[src/sv/cas_pkg.sv]
// Shared constants and control types for the complex add/sub/mul/div core.
package cas_pkg;

	localparam int DATA_WIDTH_DEF = 16;
	localparam int FRAC_BITS_DEF  = 8;

	// Per-beat control that rides alongside the divider lanes.
	typedef struct packed {
		logic valid;
		logic neg_re;
		logic neg_im;
		logic big_re;
		logic big_im;
		logic dz;
	} cas_ctl_t;

endpackage

[src/sv/cas_div_step.sv]
// One restoring-division step for both quotient lanes, one quotient bit per stage.
module cas_div_step #(
	parameter int DW  = 16,
	parameter int RW  = 3 * 16 + 8,
	parameter int SW  = 6 * 16 + 1,
	parameter int BIT = 0
) (
	input  logic              clk,
	input  logic              arst_n,
	input  logic              en,
	input  cas_pkg::cas_ctl_t ctl_i,
	input  logic [2*DW-1:0]   den_i,
	input  logic [RW-1:0]     r_re_i,
	input  logic [RW-1:0]     r_im_i,
	input  logic [DW-1:0]     q_re_i,
	input  logic [DW-1:0]     q_im_i,
	input  logic [SW-1:0]     side_i,
	output cas_pkg::cas_ctl_t ctl_o,
	output logic [2*DW-1:0]   den_o,
	output logic [RW-1:0]     r_re_o,
	output logic [RW-1:0]     r_im_o,
	output logic [DW-1:0]     q_re_o,
	output logic [DW-1:0]     q_im_o,
	output logic [SW-1:0]     side_o
);
	import cas_pkg::*;

	logic [RW-1:0] dsh;
	logic          take_re, take_im;

	always_comb begin
		dsh     = RW'(den_i) << BIT;
		take_re = r_re_i >= dsh;
		take_im = r_im_i >= dsh;
	end

	logic            vld_s1, negr_s1, negi_s1, bigr_s1, bigi_s1, dz_s1;
	logic [2*DW-1:0] den_s1;
	logic [RW-1:0]   rr_s1, ri_s1;
	logic [DW-1:0]   qr_s1, qi_s1;
	logic [SW-1:0]   side_s1;

	always_ff @(posedge clk or negedge arst_n) begin
		if (!arst_n) begin
			vld_s1 <= 1'b0;
		end else if (en) begin
			vld_s1 <= ctl_i.valid;
		end
	end

	always_ff @(posedge clk) begin
		if (en) begin
			negr_s1 <= ctl_i.neg_re;
			negi_s1 <= ctl_i.neg_im;
			bigr_s1 <= ctl_i.big_re;
			bigi_s1 <= ctl_i.big_im;
			dz_s1   <= ctl_i.dz;
			den_s1  <= den_i;
			rr_s1   <= take_re ? r_re_i - dsh : r_re_i;
			ri_s1   <= take_im ? r_im_i - dsh : r_im_i;
			qr_s1   <= q_re_i | (DW'(take_re) << BIT);
			qi_s1   <= q_im_i | (DW'(take_im) << BIT);
			side_s1 <= side_i;
		end
	end

	always_comb begin
		ctl_o.valid  = vld_s1;
		ctl_o.neg_re = negr_s1;
		ctl_o.neg_im = negi_s1;
		ctl_o.big_re = bigr_s1;
		ctl_o.big_im = bigi_s1;
		ctl_o.dz     = dz_s1;
	end

	assign den_o  = den_s1;
	assign r_re_o = rr_s1;
	assign r_im_o = ri_s1;
	assign q_re_o = qr_s1;
	assign q_im_o = qi_s1;
	assign side_o = side_s1;

endmodule

[config.mk]
export PLATFORM = sky130hd
export DESIGN_NAME = cas_div_step
export DESIGN_NICKNAME = d
export VERILOG_FILES = /design/src/sv/cas_pkg.sv /design/src/sv/cas_div_step.sv
export SDC_FILE = /design/constraint.sdc
export NUM_CORES = 1
export LEC_CHECK = 0
export BUFFER_PORTS_ARGS = -buffer_cell sky130_fd_sc_hd__buf_2
export CORE_ASPECT_RATIO = 1.1
export CORE_MARGIN = 5
export CORE_UTILIZATION = 30
export DETAILED_ROUTE_END_ITERATION = 10
export PLACE_DENSITY = 0.51
export SLEW_MARGIN = 15
export SYNTH_ARGS = -nofsm -noshare
export SYNTH_HDL_FRONTEND = slang
export SYNTH_SLANG_ARGS = --single-unit
[constraint.sdc]
create_clock -name clk -period 1.4 [get_ports clk]
set_input_delay 0.07 -clock clk [delete_from_list [all_inputs] [get_ports clk]]
set_output_delay 0.07 -clock clk [all_outputs]
set_load 0.005 [all_outputs]
==> reports/metrics.csv <==
stage;metric;value;unit
timing;finClkSkew;0;ns
layout;stdcell_count;3086;
timing;fin_crit;2.48;ns
drt;drc_errors;0;
run_status;outcome;finished, violations left;
synth;avgSynthCellArea;11.9;um2
layout;fin_util;59.0;%
global_routing;grt_max_degree;71;
timing;worst_slack;-1.08;ns
synth;async_reset_ff_share;0.358;%
timing;fmax;403;MHz
clocking;cts.sinks;279;
clocking;cts_root_buf;clkbuf_16;
clocking;cts.path.max_buffers;3;
critical_path;crit_chain;buf_6, or4_4, or3_4, nor4b_4, nor4b_4, nand4_1, a31o_4, buf_6, buf_12, buf_6, nand4b_1, a31oi_1, xor2_1;
clocking;htree_levels;2;
timing;hold_ws;0.0241;ns
timing;slew-limit-headroom;68.4;%
synth;synthesis.nets;1531;
clocking;cts_tree;built;
critical_path;critical_path_class;primary input to flip-flop;
timing;worstMarginPinSlew;0.469;ns
global_routing;grt.overflow.total;0;
floorplan;start_util;30.2;%
floorplan;num_rows;83;
synth;syn_area;0.0141;mm2
pwr;p_total;26.3;mW
layout;design_area;0.0275;mm2
clocking;numCtsBuffers;34;
layout;fin_nets;2806;
drt;drt-initial-drc-count;916;
floorplan;pin_count;561;
drt;routedWlPerCell;21.6;um
job;cap_violations;0;
synth;synth_top_cell_area_share;59.4;%
floorplan;die_w;216;um
critical_path;crit_required;1.68;ns
floorplan;die_area;0.0513;mm2
layout;drive_above_1_share;54.7;%
timing;hold_violations;0;
layout;area_growth;95.3;%
placement;dpl_cell_area;0.0208;mm2
placement;hpwlAfterDp;49200;um
critical_path;cp_top_family;simple AND/OR/NAND/NOR gates;
run_status;violations;setup timing;
placement;place_ws;-1.89;ns
global_routing;antenna_found_initial;20;
critical_path;cpMostUsedCell;buf_6;
timing;setup_viol;114;
synth;yosys_warnings;0;
global_routing;grt_pass1_vias;15700;
drt;vias;14900;
pwr;peakVddDrop;0.000961;V
placement;placed_cells;2673;
critical_path;crit_fanout;6;
timing;setup-tns-final;-95.61;ns
pwr;p_per_area;959;mW/mm2
drt;drt-pass1-iter-count;5;
floorplan;core;0.0465;mm2
drt;wl;66700;um
global_routing;grt_pass1_wl;96200;um
synth;synth_area_leaders;edfxtp_1 (59%), ha_1 (5.7%), xnor2_1 (3.4%);
synth;synth-seq-cells;279;
synth;yosysSeqAreaShare;59.5;%
placement;port_buffers;560;
critical_path;cp.arrival;2.76;ns
critical_path;start_kind;primary input;
global_routing;grt_usage;24.6;%
synth;synthCells;1183;
critical_path;critPathSlowestCell;or4_4;
critical_path;slowest_delay;0.54;ns
timing;post-route-period-util;177;%
floorplan;die_h;237;um
critical_path;crit_buf_inv;4;
clocking;clk_latency;0.54;ns
worst_hold_path;min_path_type;primary input to flip-flop;
drt;drtAntennaViolNets;0;
synth;synth-edff-count;278;
critical_path;end_kind;flip-flop;
synth;yosys.area.top_type;edfxtp_1;
drt;vias_per_cell;4.82;
timing;rsz0062_at_grt;yes;
placement;finalWeightedCongestion;0.888;
pwr;total_leakage_power;11.8;nW
timing;slew_violations;0;
synth;synth_flop_cell;edfxtp_1;
synth;yosys.cell_types.count;68;
clocking;path_clk_slew;0.06;ns
## placed cells by master (no fill, tap or decap), drive strengths merged, types with 6 or more instances in the layout
master,Yosys,final
and2,8,8
nand2b,11,11
nor2,92,92
diode,0,7
o21bai,7,7
o21a,8,8
nor4,20,20
clkbuf,27,46
nand2,101,101
or2,11,11
o21ai,81,81
a21o,20,20
mux2,6,6
edfxtp,278,278
buf,22,1000
a21oi,93,93
xor2,48,48
inv,45,44
nor3,24,24
or4,7,7
o211ai,6,6
or3,11,11
a31oi,15,15
a211oi,10,10
ha,64,64
clkinv,0,17
nand4,19,19
o31a,7,7
dlygate4sd3,0,283
xnor2,54,54
nand3,21,21
## synth_stat cells, types with 4 or more instances
cell type,number
nor3b_1,4
or3_1,10
and2_1,7
ha_1,64
a211oi_1,10
xnor2_1,54
o211ai_1,6
o31ai_1,4
nand4_1,19
o21a_1,8
buf_2,14
o21bai_1,7
nor4_1,18
nand3_1,21
clkbuf_1,27
or2_2,11
a41oi_1,5
edfxtp_1,278
buf_4,7
nor2_1,92
mux2_2,6
a31oi_1,15
o31a_1,7
and4_1,4
nand2b_1,11
or4_1,6
o21ai_1,4
inv_1,45
nor3_1,24
nand2_1,101
xor2_1,48
nor2b_1,5
o21ai_0,77
a21o_1,20
and3_1,4
a21oi_1,93
## worst register-to-register path, stage by stage (launching register included)
cell and delay, ns:
dfrtp_1 0.39, mux2_2 0.26, dlygate4sd3_1 0.55
## registers in the layout, indices dropped and copies added (netlist names)
signal,count
side_o,97
r_im_o,56
r_re_o,56
den_o,32
q_im_o,16
q_re_o,16
bigi_s1,1
bigr_s1,1
dz_s1,1
negi_s1,1
negr_s1,1
vld_s1,1
## where the power goes
group          switching [mW]  total (mW)  internal (mW)  leakage (nW)
sequential              0.255        10.5           10.2          2.73
combinational            3.42        7.22           3.79          8.52
clock                    3.63        8.66           5.03         0.533
## layout make-up
cell class	count	area (um2)
Antenna cell	7	17.5
Timing Repair Buffer	1288	9760
Multi-Input combinational cell	810	7270
Clock buffer	41	908
Tap cell	595	744
Clock inverter	21	175
Sequential cell	279	8370
Inverter	45	214
Fill cell	3848	19100
## timing repair
action / CTS / global route
endpoints found under the setup margin: 114 / 114
hold buffers: 282 / 1
gates resized for setup: 296 / 128
cloned: 10 / 5
pin swaps: 90 / 66
endpoints found under the hold margin: 288 / 1
setup buffers: 36 / 21
## path summary, 6_finish.rpt
path | startpoint | to | slack (ns) | cells after the start
setup / recovery | r_re_i[45] | r_re_o[47] | -1.08 | 13
hold reg to reg | vld_s1 | vld_s1 | 1.07 | 2
setup reg to reg | vld_s1 | vld_s1 | 0.09 | 2
hold / removal | r_im_i[51] | r_im_o[52] | 0.02 | 4
min in group asynchronous | arst_n | vld_s1 | 0.38 | 3
max in group asynchronous | arst_n | vld_s1 | 0.92 | 3
## cells by family after synthesis
group	Yosys count	synth area share, %
muxes	7	0.552
buffers and inverters	94	2.87
and+or+nand+nor	355	12.6
AOI/OAI and AO/OA	280	12.1
DFF	279	59.5
xor gates and xnor gates	102	6.35
adders and majority gates	66	5.98
## per-layer routing
metal / vias to the layer above / share of wire (%) / track usage, %
li1: 6993 / - / -
met1: 7175 / 39 / 28.5
met2: 524 / 49 / 42.6
met3: 149 / 6.7 / 6.73
met4: 24 / 4.9 / 10.9
met5: - / 0.20 / 0
Power figures use the tool's default switching activity.
